==> src/rtl/assert_macros.svh <==
// Assertion macros shared by the cursor overlay RTL.
// No dependencies; included inside module bodies.
`ifndef ASSERT_MACROS_SVH
`define ASSERT_MACROS_SVH

// Condition a must be accompanied by condition b in the same cycle.
`define ASSERT_IMPLIES(label, clk, rst, a, b) \
  label: assert property (@(posedge clk) disable iff (rst) (a) |-> (b)) \
    else $error("cursor overlay check failed");

// Condition a must be followed by condition b in the next cycle.
`define ASSERT_NEXT(label, clk, rst, a, b) \
  label: assert property (@(posedge clk) disable iff (rst) (a) |=> (b)) \
    else $error("cursor overlay check failed");

// Condition a must never hold.
`define ASSERT_NEVER(label, clk, rst, a) \
  label: assert property (@(posedge clk) disable iff (rst) !(a)) \
    else $error("cursor overlay check failed");

`endif

==> src/rtl/caxo_pkg.sv <==
// Shared types, codes and lookup functions for the cursor overlay.
// No dependencies; imported by every module of the block except caxo_fifo.
package caxo_pkg;

  // Fixed field widths
  localparam int PIXEL_BITS = 8;
  localparam int POS_W      = 12;
  localparam int ROW_W      = 4;
  localparam int PLANE_W    = 16;
  localparam int OP_W       = 3;
  localparam int HOT_W      = 5;
  localparam int HIDE_W     = 4;
  localparam int CFG_IDX_W  = 2;
  localparam int CFG_DATA_W = 5;
  localparam int DIFF_W     = 14;

  // Parameter defaults
  localparam int CURSOR_W_DEF   = 16;
  localparam int CURSOR_H_DEF   = 16;
  localparam int QUEUE_DEPTH    = 2;

  localparam logic [HIDE_W-1:0] HIDE_MAX = 4'd15;

  // Input op codes
  localparam logic [OP_W-1:0] OPC_PIXEL  = 3'd0;
  localparam logic [OP_W-1:0] OPC_LOAD   = 3'd1;
  localparam logic [OP_W-1:0] OPC_MOVE   = 3'd2;
  localparam logic [OP_W-1:0] OPC_HIDE   = 3'd3;
  localparam logic [OP_W-1:0] OPC_UNHIDE = 3'd4;

  // Register indexes
  localparam logic [CFG_IDX_W-1:0] REG_ENABLE = 2'd0;
  localparam logic [CFG_IDX_W-1:0] REG_HOT_X  = 2'd1;
  localparam logic [CFG_IDX_W-1:0] REG_HOT_Y  = 2'd2;

  // Shades
  localparam logic [PIXEL_BITS-1:0] SHADE_BLACK = 8'hFF;
  localparam logic [PIXEL_BITS-1:0] SHADE_WHITE = 8'h00;

  typedef enum logic [2:0] {
    K_PIXEL,
    K_LOAD,
    K_MOVE,
    K_HIDE,
    K_UNHIDE,
    K_NOP
  } kind_t;

  // Classified command passed from front to back
  typedef struct packed {
    kind_t                  kind;
    logic [POS_W-1:0]       x;
    logic [POS_W-1:0]       y;
    logic [PIXEL_BITS-1:0]  pixel;
    logic [ROW_W-1:0]       row;
    logic [PLANE_W-1:0]     clr;
    logic [PLANE_W-1:0]     set;
  } cmd_t;

  typedef struct packed {
    logic [PIXEL_BITS-1:0]  pixel;
    logic                   shown;
  } res_t;

  localparam int CMD_W = $bits(cmd_t);
  localparam int RES_W = $bits(res_t);

  // AND mask for a {clear, set} bit pair
  function automatic logic [PIXEL_BITS-1:0] mask_of(input logic [1:0] sel);
    logic [PIXEL_BITS-1:0] m;
    unique case (sel)
      2'b00:   m = 8'hFF;
      2'b01:   m = 8'h00;
      2'b10:   m = 8'h00;
      default: m = 8'hFF;
    endcase
    return m;
  endfunction

  // XOR data for a {clear, set} bit pair
  function automatic logic [PIXEL_BITS-1:0] data_of(input logic [1:0] sel);
    logic [PIXEL_BITS-1:0] d;
    unique case (sel)
      2'b00:   d = 8'h00;
      2'b01:   d = SHADE_BLACK;
      2'b10:   d = SHADE_WHITE;
      default: d = 8'hFF;
    endcase
    return d;
  endfunction

endpackage

==> src/rtl/caxo_fifo.sv <==
// Small register-based queue used between front, back and result side.
// Depends on assert_macros.svh.
module caxo_fifo #(
  parameter int WIDTH = 8,
  parameter int DEPTH = 2
) (
  input  logic             clk,
  input  logic             rst,
  input  logic             push,
  input  logic [WIDTH-1:0] din,
  output logic             full,
  input  logic             pop,
  output logic [WIDTH-1:0] dout,
  output logic             empty
);
  `include "assert_macros.svh"

  localparam int PW = (DEPTH > 1) ? $clog2(DEPTH) : 1;
  localparam int CW = $clog2(DEPTH + 1);

  logic [WIDTH-1:0] mem [DEPTH];
  logic [PW-1:0]    wr_ptr;
  logic [PW-1:0]    rd_ptr;
  logic [CW-1:0]    count;
  logic             do_push;
  logic             do_pop;

  assign full    = (count == CW'(DEPTH));
  assign empty   = (count == '0);
  assign do_push = push & ~full;
  assign do_pop  = pop & ~empty;
  assign dout    = mem[rd_ptr];

  // Advance pointers and occupancy
  always_ff @(posedge clk) begin
    if (rst) begin
      wr_ptr <= '0;
      rd_ptr <= '0;
      count  <= '0;
    end else begin
      if (do_push) begin
        wr_ptr <= (wr_ptr == PW'(DEPTH - 1)) ? '0 : wr_ptr + 1'b1;
      end
      if (do_pop) begin
        rd_ptr <= (rd_ptr == PW'(DEPTH - 1)) ? '0 : rd_ptr + 1'b1;
      end
      if (do_push && !do_pop) begin
        count <= count + 1'b1;
      end else if (do_pop && !do_push) begin
        count <= count - 1'b1;
      end
    end
  end

  // Store payload
  always_ff @(posedge clk) begin
    if (do_push) begin
      mem[wr_ptr] <= din;
    end
  end

  `ASSERT_NEVER(a_count_range, clk, rst, count > CW'(DEPTH))
  `ASSERT_NEXT(a_push_fills, clk, rst, do_push, !empty)
  `ASSERT_NEXT(a_last_drains, clk, rst, do_pop && !do_push && count == CW'(1), empty)

endmodule

==> src/rtl/caxo_front.sv <==
// Front end: takes input items and classifies them into commands.
// Depends on caxo_pkg.
module caxo_front #(
  parameter int CURSOR_H = caxo_pkg::CURSOR_H_DEF
) (
  input  logic                                 push,
  input  logic                                 queue_full,
  input  logic [caxo_pkg::OP_W-1:0]            op,
  input  logic [caxo_pkg::POS_W-1:0]           pos_x,
  input  logic [caxo_pkg::POS_W-1:0]           pos_y,
  input  logic [caxo_pkg::PIXEL_BITS-1:0]      pixel_in,
  input  logic [caxo_pkg::ROW_W-1:0]           row_index,
  input  logic [caxo_pkg::PLANE_W-1:0]         clear_bits,
  input  logic [caxo_pkg::PLANE_W-1:0]         set_bits,
  output logic                                 cmd_push,
  output caxo_pkg::cmd_t                       cmd
);
  import caxo_pkg::*;

  logic row_ok;

  assign cmd_push = push & ~queue_full;

  // Drop loads aimed past the cursor height
  assign row_ok = (32'(row_index) < 32'(CURSOR_H));

  // Classify the op
  always_comb begin
    cmd.x     = pos_x;
    cmd.y     = pos_y;
    cmd.pixel = pixel_in;
    cmd.row   = row_index;
    cmd.clr   = clear_bits;
    cmd.set   = set_bits;
    unique case (op)
      OPC_PIXEL:  cmd.kind = K_PIXEL;
      OPC_LOAD:   cmd.kind = row_ok ? K_LOAD : K_NOP;
      OPC_MOVE:   cmd.kind = K_MOVE;
      OPC_HIDE:   cmd.kind = K_HIDE;
      OPC_UNHIDE: cmd.kind = K_UNHIDE;
      default:    cmd.kind = K_NOP;
    endcase
  end

endmodule

==> src/rtl/caxo_back.sv <==
// Back end: holds cursor state and registers, executes commands in order.
// Depends on caxo_pkg and assert_macros.svh.
module caxo_back #(
  parameter int CURSOR_W = caxo_pkg::CURSOR_W_DEF,
  parameter int CURSOR_H = caxo_pkg::CURSOR_H_DEF
) (
  input  logic                                 clk,
  input  logic                                 rst,
  input  logic                                 cfg_we,
  input  logic [caxo_pkg::CFG_IDX_W-1:0]       cfg_index,
  input  logic [caxo_pkg::CFG_DATA_W-1:0]      cfg_data,
  input  logic                                 cmd_valid,
  input  caxo_pkg::cmd_t                       cmd,
  output logic                                 cmd_pop,
  input  logic                                 res_full,
  output logic                                 res_push,
  output caxo_pkg::res_t                       res
);
  import caxo_pkg::*;
  `include "assert_macros.svh"

  // Only the first sixteen rows and columns can ever be non-transparent
  localparam int ROWS  = (CURSOR_H < PLANE_W) ? CURSOR_H : PLANE_W;
  localparam int COLS  = (CURSOR_W < PLANE_W) ? CURSOR_W : PLANE_W;
  localparam int RIDX  = $clog2(ROWS);
  localparam logic signed [DIFF_W-1:0] COL_LIM = DIFF_W'(COLS);
  localparam logic signed [DIFF_W-1:0] ROW_LIM = DIFF_W'(ROWS);

  logic                     cfg_enable;
  logic signed [HOT_W-1:0]  hot_x;
  logic signed [HOT_W-1:0]  hot_y;
  logic [POS_W-1:0]         pointer_x;
  logic [POS_W-1:0]         pointer_y;
  logic [HIDE_W-1:0]        hide_count;
  logic [HIDE_W-1:0]        hide_count_next;
  logic [PLANE_W-1:0]       clear_plane [ROWS];
  logic [PLANE_W-1:0]       set_plane [ROWS];

  logic                     go;
  logic                     hide_go;
  logic                     pixel_go;
  logic                     shown_now;
  logic signed [DIFF_W-1:0] origin_x;
  logic signed [DIFF_W-1:0] origin_y;
  logic signed [DIFF_W-1:0] dx;
  logic signed [DIFF_W-1:0] dy;
  logic                     in_rect;
  logic [3:0]               bit_idx;
  logic [RIDX-1:0]          row_sel;
  logic [1:0]               sel;
  logic [PIXEL_BITS-1:0]    blended;

  assign go       = cmd_valid & ~res_full;
  assign cmd_pop  = go;
  assign res_push = go;
  assign hide_go  = go && (cmd.kind == K_HIDE);
  assign pixel_go = go && (cmd.kind == K_PIXEL);

  // Configuration writes
  always_ff @(posedge clk) begin
    if (rst) begin
      cfg_enable <= 1'b0;
      hot_x      <= '0;
      hot_y      <= '0;
    end else if (cfg_we) begin
      unique case (cfg_index)
        REG_ENABLE: cfg_enable <= cfg_data[0];
        REG_HOT_X:  hot_x <= cfg_data[HOT_W-1:0];
        REG_HOT_Y:  hot_y <= cfg_data[HOT_W-1:0];
        default:    ;
      endcase
    end
  end

  // Locate the pixel relative to the cursor rectangle
  always_comb begin
    origin_x = $signed({2'b00, pointer_x}) - DIFF_W'(hot_x);
    origin_y = $signed({2'b00, pointer_y}) - DIFF_W'(hot_y);
    dx       = $signed({2'b00, cmd.x}) - origin_x;
    dy       = $signed({2'b00, cmd.y}) - origin_y;
    in_rect  = !dx[DIFF_W-1] && (dx < COL_LIM) && !dy[DIFF_W-1] && (dy < ROW_LIM);
    bit_idx  = 4'hF - dx[3:0];
    row_sel  = dy[RIDX-1:0];
  end

  // Apply AND mask and XOR data
  assign shown_now = cfg_enable && (hide_count == '0);
  assign sel       = {clear_plane[row_sel][bit_idx], set_plane[row_sel][bit_idx]};
  assign blended   = (cmd.pixel & mask_of(sel)) ^ data_of(sel);

  // Step the hide counter
  always_comb begin
    hide_count_next = hide_count;
    if (go && cmd.kind == K_HIDE && hide_count != HIDE_MAX) begin
      hide_count_next = hide_count + 1'b1;
    end else if (go && cmd.kind == K_UNHIDE && hide_count != '0) begin
      hide_count_next = hide_count - 1'b1;
    end
  end

  // Form the result
  always_comb begin
    res.pixel = '0;
    if (cmd.kind == K_PIXEL) begin
      res.pixel = (shown_now && in_rect) ? blended : cmd.pixel;
    end
    res.shown = cfg_enable && (hide_count_next == '0);
  end

  // Update pointer and hide state
  always_ff @(posedge clk) begin
    if (rst) begin
      pointer_x  <= '0;
      pointer_y  <= '0;
      hide_count <= '0;
    end else begin
      hide_count <= hide_count_next;
      if (go && cmd.kind == K_MOVE) begin
        pointer_x <= cmd.x;
        pointer_y <= cmd.y;
      end
    end
  end

  // Load cursor rows
  always_ff @(posedge clk) begin
    if (rst) begin
      for (int i = 0; i < ROWS; i++) begin
        clear_plane[i] <= '0;
        set_plane[i]   <= '0;
      end
    end else if (go && cmd.kind == K_LOAD) begin
      clear_plane[cmd.row[RIDX-1:0]] <= cmd.clr;
      set_plane[cmd.row[RIDX-1:0]]   <= cmd.set;
    end
  end

  `ASSERT_NEXT(a_hide_sat, clk, rst, hide_go && hide_count == HIDE_MAX, hide_count == HIDE_MAX)
  `ASSERT_IMPLIES(a_shown_needs_en, clk, rst, res_push && res.shown, cfg_enable)
  `ASSERT_IMPLIES(a_hidden_passes, clk, rst, pixel_go && !shown_now, res.pixel == cmd.pixel)

endmodule

==> src/rtl/cursor_and_xor_overlay_unit.sv <==
// AND-XOR cursor overlay on an 8-bit pixel stream: items enter through a queue-style
// push/full port, are classified by a front end, wait in a two-entry command queue, and are
// executed in order by a back end that keeps the 16x16 two-plane cursor image, the pointer and
// the hide counter; every item gives exactly one result, read through an empty/pop port from a
// two-entry result queue. One item is taken and one result produced per clock while the result
// queue has room, through the command queue and then the result queue. Configuration (enable,
// hotspot x and y) must be written by the user via cfg_we/cfg_index/cfg_data only while the
// block is idle (not enforced). Depends on caxo_pkg, caxo_fifo, caxo_front and caxo_back.
module cursor_and_xor_overlay_unit #(
  parameter int CURSOR_W = caxo_pkg::CURSOR_W_DEF,
  parameter int CURSOR_H = caxo_pkg::CURSOR_H_DEF
) (
  input  logic                                 clk,
  input  logic                                 rst,
  input  logic                                 push,
  output logic                                 full,
  input  logic [caxo_pkg::OP_W-1:0]            op,
  input  logic [caxo_pkg::POS_W-1:0]           pos_x,
  input  logic [caxo_pkg::POS_W-1:0]           pos_y,
  input  logic [caxo_pkg::PIXEL_BITS-1:0]      pixel_in,
  input  logic [caxo_pkg::ROW_W-1:0]           row_index,
  input  logic [caxo_pkg::PLANE_W-1:0]         clear_bits,
  input  logic [caxo_pkg::PLANE_W-1:0]         set_bits,
  output logic                                 empty,
  input  logic                                 pop,
  output logic [caxo_pkg::PIXEL_BITS-1:0]      pixel_out,
  output logic                                 cursor_shown,
  input  logic                                 cfg_we,
  input  logic [caxo_pkg::CFG_IDX_W-1:0]       cfg_index,
  input  logic [caxo_pkg::CFG_DATA_W-1:0]      cfg_data
);
  import caxo_pkg::*;

  logic             cmd_push;
  cmd_t             cmd_in;
  logic [CMD_W-1:0] cmd_bits;
  logic             cmd_empty;
  logic             cmd_pop;
  logic             res_full;
  logic             res_push;
  res_t             res_in;
  logic [RES_W-1:0] res_bits;
  res_t             res_out;

  // Classify incoming items
  caxo_front #(
    .CURSOR_H (CURSOR_H)
  ) u_front (
    .push       (push),
    .queue_full (full),
    .op         (op),
    .pos_x      (pos_x),
    .pos_y      (pos_y),
    .pixel_in   (pixel_in),
    .row_index  (row_index),
    .clear_bits (clear_bits),
    .set_bits   (set_bits),
    .cmd_push   (cmd_push),
    .cmd        (cmd_in)
  );

  // Hold commands between front and back
  caxo_fifo #(
    .WIDTH (CMD_W),
    .DEPTH (QUEUE_DEPTH)
  ) u_cmd_q (
    .clk   (clk),
    .rst   (rst),
    .push  (cmd_push),
    .din   (cmd_in),
    .full  (full),
    .pop   (cmd_pop),
    .dout  (cmd_bits),
    .empty (cmd_empty)
  );

  // Execute commands
  caxo_back #(
    .CURSOR_W (CURSOR_W),
    .CURSOR_H (CURSOR_H)
  ) u_back (
    .clk       (clk),
    .rst       (rst),
    .cfg_we    (cfg_we),
    .cfg_index (cfg_index),
    .cfg_data  (cfg_data),
    .cmd_valid (~cmd_empty),
    .cmd       (cmd_t'(cmd_bits)),
    .cmd_pop   (cmd_pop),
    .res_full  (res_full),
    .res_push  (res_push),
    .res       (res_in)
  );

  // Hold results until transferred
  caxo_fifo #(
    .WIDTH (RES_W),
    .DEPTH (QUEUE_DEPTH)
  ) u_res_q (
    .clk   (clk),
    .rst   (rst),
    .push  (res_push),
    .din   (res_in),
    .full  (res_full),
    .pop   (pop),
    .dout  (res_bits),
    .empty (empty)
  );

  assign res_out      = res_t'(res_bits);
  assign pixel_out    = res_out.pixel;
  assign cursor_shown = res_out.shown;

endmodule

==> config.mk <==
export PLATFORM = sky130hd
export DESIGN_NAME = cursor_and_xor_overlay_unit
export DESIGN_NICKNAME = d
export VERILOG_FILES = /design/src/rtl/caxo_pkg.sv /design/src/rtl/caxo_fifo.sv /design/src/rtl/caxo_front.sv /design/src/rtl/caxo_back.sv /design/src/rtl/cursor_and_xor_overlay_unit.sv
export VERILOG_INCLUDE_DIRS = /design/src /design/src/rtl
export SDC_FILE = /design/constraint.sdc
export NUM_CORES = 1
export LEC_CHECK = 0
export BUFFER_PORTS_ARGS = -buffer_cell sky130_fd_sc_hd__buf_2
export CAP_MARGIN = 20
export CORE_MARGIN = 1.5
export CORE_UTILIZATION = 60
export CTS_CLUSTER_SIZE = 40
export DETAILED_ROUTE_END_ITERATION = 6
export PLACE_DENSITY = 0.77
export RECOVER_POWER = 25
export SYNTH_ARGS = -nofsm -noshare
export SYNTH_HDL_FRONTEND = slang
export SYNTH_HIERARCHICAL = 1
export SYNTH_SLANG_ARGS = --single-unit
export TNS_END_PERCENT = 50
==> constraint.sdc <==
create_clock -name clk -period 10.6 [get_ports clk]
set_clock_uncertainty 0.2 [all_clocks]
set_input_delay 1.06 -clock clk [delete_from_list [all_inputs] [get_ports clk]]
set_output_delay 1.06 -clock clk [all_outputs]
set_load 0.02 [all_outputs]
# Word level (Yosys, flattened, before mapping)

Memories as Yosys holds them, arrays and structs flattened. A register that Yosys moved wholly into a read port is not among the register bits.
Cells that the tools add are included.

Memories: 4
Output and inout bits: 11
Logic and storage cells: 139
Input bits: 83
RAM bits: 672
Register bits: 47

Memory list:

| memory             | words | width | rd ports | clocked after memory_dff | write ports | line            | text |
|---|---|---|---|---|---|---|---|
| u_back.clear_plane | 16    | 16    | 1        | 0                        | 16          | caxo_back.sv:36 | `logic [PLANE_W-1:0] clear_plane [ROWS];` |
| u_back.set_plane   | 16    | 16    | 1        | 0                        | 16          | caxo_back.sv:37 | `logic [PLANE_W-1:0] set_plane [ROWS];` |
| u_cmd_q.mem        | 2     | 71    | 1        | 1                        | 1           | caxo_fifo.sv:21 | `logic [WIDTH-1:0] mem [DEPTH];` |
| u_res_q.mem        | 2     | 9     | 1        | 1                        | 1           | caxo_fifo.sv:21 |  |

Multiplexer cells: 38
Equal/unequal tests: 15
$lt $le $gt $ge: 3
Reductions and logical operators: 40
Add/sub/neg operators: 15
Bitwise logic cells: 12

Operators with widths:

| cell                                                         | number |
|---|---|
| 2-to-1 mux 16 bit                                            | 2 |
| 2-to-1 mux 8 bit                                             | 4 |
| OR reduction 16 bit                                          | 2 |
| less-than comparator 14 x 6 -> 1 bit (second input constant) | 2 |
| subtractor 13 x 14 -> 14 bit                                 | 2 |
| subtractor 13 x 5 -> 14 bit                                  | 2 |
| 2-to-1 mux 1 bit                                             | 21 |
| logical AND 1 bit                                            | 16 |
| 2-to-1 mux 4 bit                                             | 4 |
| case mux 3 bit (5 select lines)                              | 1 |
| == test 3 x 2 -> 1 bit (second input constant)               | 4 |
| bitwise AND 8 bit                                            | 1 |
| binary-select mux 1 bit (select 4 bit)                       | 2 |
| == test 2 bit (second input constant)                        | 4 |
| zero test 2 bit                                              | 4 |
| zero test 4 bit                                              | 2 |
| 2-to-1 mux 2 bit                                             | 4 |
| bitwise XOR 8 bit                                            | 1 |
| bitwise AND 1 bit                                            | 6 |
| == test 3 x 1 -> 1 bit (second input constant)               | 2 |
| == test 3 bit (second input constant)                        | 2 |
| zero test 1 bit                                              | 6 |
| zero test 3 bit                                              | 2 |
| AND reduction 2 bit                                          | 3 |
| other kinds (13)                                             | 24 |

# Depth between registers and ports, before layout

Depth after elaboration: 12
Mapped depth: 20
Mapped depth without buffers: 14

# Hierarchy

The synthesis kept the hierarchy.

Modules (own cells, without submodules):

| module                      | instances | area an instance (sq um) | cells an instance | sequential area each (sq um) |
|---|---|---|---|---|
| caxo_back                   | 1         | 27208.6                  | 2003              | 16155.5 |
| caxo_fifo at u_cmd_q        | 1         | 5321.4                   | 246               | 4364.2 |
| caxo_fifo at u_res_q        | 1         | 864.6                    | 53                | 640.6 |
| caxo_front                  | 1         | 534.3                    | 72                | 0.0 |
| cursor_and_xor_overlay_unit | 1         | 3.8                      | 1                 | 0.0 |

# Worst setup path after synthesis

No wires, ideal clock.

Path type: register to register
From: register with a tool-made name
To: memory u_res_q/mem[0][1] in the netlist's numbering, data pin
Data required time: 10.117 ns
Period minus slack after synthesis: 4.864 ns
Cell stages (with the launch flop): 19
Data arrival time: 4.380 ns
Slack: 5.736 ns
Setup time: 0.283 ns
Path buffers: 7
Cell sequence: dfxtp_1 buf_2 buf_2 mux2_2 fa_1 fa_1 buf_4 buf_6 buf_4 buf_4 buf_4 mux4_2 and3_1 a211oi_1 or4_1 o211ai_1 o22ai_1 o21ai_1 mux2i_1

RTL lines:

| what             | line |
|---|---|
| end: declaration | caxo_fifo.sv:21 |

==> impl_summary.log <==
[metrics] Pre-antenna DRT Iters: 6
[metrics] Detailed Route WL: 84240 microns
[metrics] Port Buffer Count: 93
[metrics] final HPWL from detailed placement: 47850 microns
[metrics] cell count after synthesis: 2375
[metrics] final hold viol count: 0
[metrics] number of cells in the finished layout apart from fillers: 3167
[metrics] Post-synth EDFFs: 672
[metrics] final antenna-violating net count: 0
[metrics] clock tree buffer depth: 3
[metrics] Worst R2R Setup Slack: 3.85 ns
[metrics] vias in the first global route: 20460
[metrics] slew at the pin closest to its max-slew limit: 5.036 ns
[metrics] commonest non-fill, non-tap cell in the layout: sky130_fd_sc_hd__edfxtp_1
[metrics] nature of the critical path startpoint: flop
[metrics] die area: 57990 sq um
[metrics] instance count after placement with tap cells included: 3034
[metrics] final routed wire length divided by cell count: 26.60 microns
[metrics] share of final-layout standard cells stronger than drive strength 1: 0.1882
[metrics] share of synthesized area occupied by flip-flops and latches: 0.6236
[metrics] overall via count from detail_route: 20070
[metrics] clock input transition at the sequential cells of the worst setup and hold paths: 0.06 ns
[metrics] Chip Height: 240.8 microns
[metrics] final setup fails: 0
[metrics] GPL Wtd Cong: 0.8823
[metrics] synthesized area per cell: 14.29 sq um
[metrics] Req. time, crit path: 10.82 ns
[metrics] unrepaired setup endpoints after global routing: no
[metrics] max-capacitance violation count: 3
[metrics] starting utilization of the core area: 0.6111
[metrics] endpoint of the lowest-slack register-to-register path: u_res_q/mem[0][6]
[metrics] Post-Syn Area: 33930 sq um
[metrics] final number of max-transition violations: 194
[metrics] TNS Setup: 0 ns
[metrics] hold buffer count at cts: 0
[metrics] number of I/O pins: 94
[metrics] antenna violations before repair: 6
[metrics] clock tree from TritonCTS: built
[metrics] Slew HR: -2.357
[metrics] violated checks: capacitance limit, slew limit
[metrics] Synthesized Nets: 2514
[metrics] Placement Rows: 86
[metrics] Yosys cell types: 69
[metrics] startpoint of the lowest-slack hold path: u_back/pointer_y[1]
[metrics] die outline width: 240.8 microns
[metrics] worst ir drop on vdd: 0.3667 mV
[metrics] total routing resource utilization after global routing: 0.3013
[metrics] area of the core: 55520 sq um
[metrics] path class of the lowest-slack min-delay path: reg2reg
[metrics] pin count of the biggest net entering global routing: 116
[metrics] final cycle utilization of the critical path: 0.6370
[metrics] clock buffer count from CTS: 73
[metrics] number of gates given a new drive strength after cts: 0
[metrics] outcome: complete, but fails checks
[metrics] crit path max fanout: 62
[metrics] cell area after layout: 36890 sq um
[metrics] Tmin final: 6.752 ns
[metrics] Remaining DRCs: 0
[metrics] Post-layout nets: 2501
[metrics] Cell Pwr Density: 277.1 nW/um^2
[metrics] number of H-tree levels: 3
[metrics] standard cell area after detailed placement: 34580 sq um
[metrics] Worst EP arrival: 6.98 ns
[metrics] worst min-delay path endpoint: u_back/pointer_y[1]
[metrics] cell depth of the worst min-delay path: 2
[metrics] number of clock sinks: 721
[metrics] wire length of the first global-routing pass: 125700 microns
[metrics] Synth-to-Final Area Change: 8.724%
[metrics] leakage power total: 13.51 nW
[metrics] worst skew pair latency: 0.62 ns
[metrics] most used cells in the layout excluding fill and tap cells: 672 x sky130_fd_sc_hd__edfxtp_1, 515 x sky130_fd_sc_hd__and2_1, 131 x sky130_fd_sc_hd__mux4_2, 88 x sky130_fd_sc_hd__nand2_1, 86 x sky130_fd_sc_hd__inv_1
[metrics] critical path type: reg2reg
[metrics] Yosys Warn Count: 6
[metrics] Post-CTS Setup Repair Bufs: 0
[metrics] share of flip-flops with an asynchronous set or reset: 0
[metrics] initial detailed-routing violation count: 2412
[metrics] worst r2r path cells: 16
[metrics] cell at the root of the clock tree: sky130_fd_sc_hd__clkbuf_16
[metrics] utilization after layout: 0.6645
[metrics] number of storage elements in the synthesis netlist: 721
[metrics] Overflow after GRT: 0
[metrics] maximum frequency from static timing analysis: 148.1 MHz
[metrics] average vias per placed instance: 6.336
[metrics] ys flop type: sky130_fd_sc_hd__edfxtp_1
[metrics] nature of the critical path endpoint: flop
-- per-stage QoR --
step                      worst slack (ns)  hold WS (ns)  power [W]
after floorplan                      5.736        0.2363   0.006422
after global placement               4.143        0.2416   0.007533
after detailed placement             4.053        0.2512   0.007618
after CTS                            4.016        0.2587    0.01017
after global routing                 3.681        0.2779    0.01065
final                                3.848        0.2630    0.01022
-- flip-flops by register name (all words and copies together), names as in the netlist, 4 cells and up, named ones only --
name and flops:
u_back/hot_y 5, u_back/clear_plane 256, u_res_q/mem 18, u_cmd_q/mem 142, u_back/hide_count 4, u_back/set_plane 256, u_back/pointer_y 12, u_back/pointer_x 12
u_back/hot_x 5
-- worst max-delay path by stage --
| stage | from | end |
|---|---|---|
| CTS | flop | u_res_q/mem[0][6] |
| finish | flop | u_res_q/mem[0][6] |
| detailed placement | flop | u_res_q/mem[0][6] |
| global route | flop | u_res_q/mem[1][5] |
| floorplan | flop | u_res_q/mem[0][1] |
| global placement | flop | u_res_q/mem[0][6] |
-- cell type report --
type                    count  area, sq um
flip-flops and latches    721        21160
well taps                 748        935.9
clock inverters            33        311.5
multi-input cells        1339        11290
fillers                  3778        18630
repair buffers            140        817.0
clock buffers              98         2046
diodes                      1        2.502
inverters                  87        327.8
-- cells by family (layout without fill, tap and decap cells) --
logic type               after synthesis  in the layout  share of synthesized area
AND/OR/NAND/NOR                      830            830                     0.1402
flip-flops                           721            721                     0.6236
buffers and inverters                315            358                    0.04642
multiplexers                         246            246                     0.1240
AO/OA/AOI/OAI                        188            188                    0.03492
adder cells (fa/ha/maj)               56             56                    0.02596
XOR/XNOR                              19             19                   0.004904
other                                  0              1                          0
-- routing by layer --
metal	GRT usage	part of all wire
met1	0.3951	0.37
met2	0.4822	0.48
met3	0.07057	0.11
met4	0.1386	0.041
met5	0	0.00065
-- power breakdown --
part	leakage, nW	total (W)	internal (W)	switching, W
Sequential	7.18	0.00345	0.00337	0.0000729
Combinational	5.17	0.00423	0.00157	0.00266
Clock	1.16	0.00255	0.00150	0.00105
Total	13.5	0.0102	0.00644	0.00378
-- synthesized netlist by cell type (9+ instances only) --
| library cell | number | share of area |
|---|---|---|
| sky130_fd_sc_hd__edfxtp_1 | 672 | 0.59 |
| sky130_fd_sc_hd__fa_1 | 24 | 0.014 |
| sky130_fd_sc_hd__o21ai_0 | 52 | 0.0077 |
| sky130_fd_sc_hd__nand4_1 | 13 | 0.0024 |
| sky130_fd_sc_hd__a211oi_1 | 12 | 0.0027 |
| sky130_fd_sc_hd__mux2i_1 | 30 | 0.0088 |
| sky130_fd_sc_hd__and3_1 | 13 | 0.0024 |
| sky130_fd_sc_hd__buf_2 | 20 | 0.0029 |
| sky130_fd_sc_hd__ha_1 | 32 | 0.012 |
| sky130_fd_sc_hd__nor3_1 | 19 | 0.0028 |
| sky130_fd_sc_hd__nand2b_1 | 9 | 0.0017 |
| sky130_fd_sc_hd__inv_1 | 87 | 0.0096 |
| sky130_fd_sc_hd__a21oi_1 | 60 | 0.0088 |
| sky130_fd_sc_hd__mux4_2 | 131 | 0.087 |
| sky130_fd_sc_hd__nand3_1 | 58 | 0.0086 |
| sky130_fd_sc_hd__buf_4 | 81 | 0.018 |
| sky130_fd_sc_hd__nand2_1 | 88 | 0.0097 |
| sky130_fd_sc_hd__xor2_1 | 13 | 0.0034 |
| sky130_fd_sc_hd__clkbuf_1 | 118 | 0.013 |
| sky130_fd_sc_hd__or2_2 | 18 | 0.0033 |
| sky130_fd_sc_hd__nor2_1 | 60 | 0.0066 |
| sky130_fd_sc_hd__and2_1 | 517 | 0.095 |
| sky130_fd_sc_hd__dfxtp_1 | 49 | 0.029 |
| sky130_fd_sc_hd__mux2_2 | 85 | 0.028 |
-- critical path, stage by stage (launching register included) --
cell                      delay, ns
sky130_fd_sc_hd__dfxtp_4       0.42
sky130_fd_sc_hd__buf_4         0.65
sky130_fd_sc_hd__mux2_2        0.32
sky130_fd_sc_hd__inv_1         0.06
sky130_fd_sc_hd__fa_1          0.53
sky130_fd_sc_hd__inv_1         0.05
sky130_fd_sc_hd__ha_1          0.39
sky130_fd_sc_hd__a21bo_2       0.24
sky130_fd_sc_hd__buf_4         0.45
sky130_fd_sc_hd__nand2_1       0.58
sky130_fd_sc_hd__buf_4         0.42
sky130_fd_sc_hd__mux4_2        0.36
sky130_fd_sc_hd__nor2_1        0.04
sky130_fd_sc_hd__o311a_1       0.37
sky130_fd_sc_hd__o32a_1        0.49
sky130_fd_sc_hd__or3b_1        0.56
sky130_fd_sc_hd__mux2i_1       0.24
No activity file was read; power rests on OpenSTA's default activity.
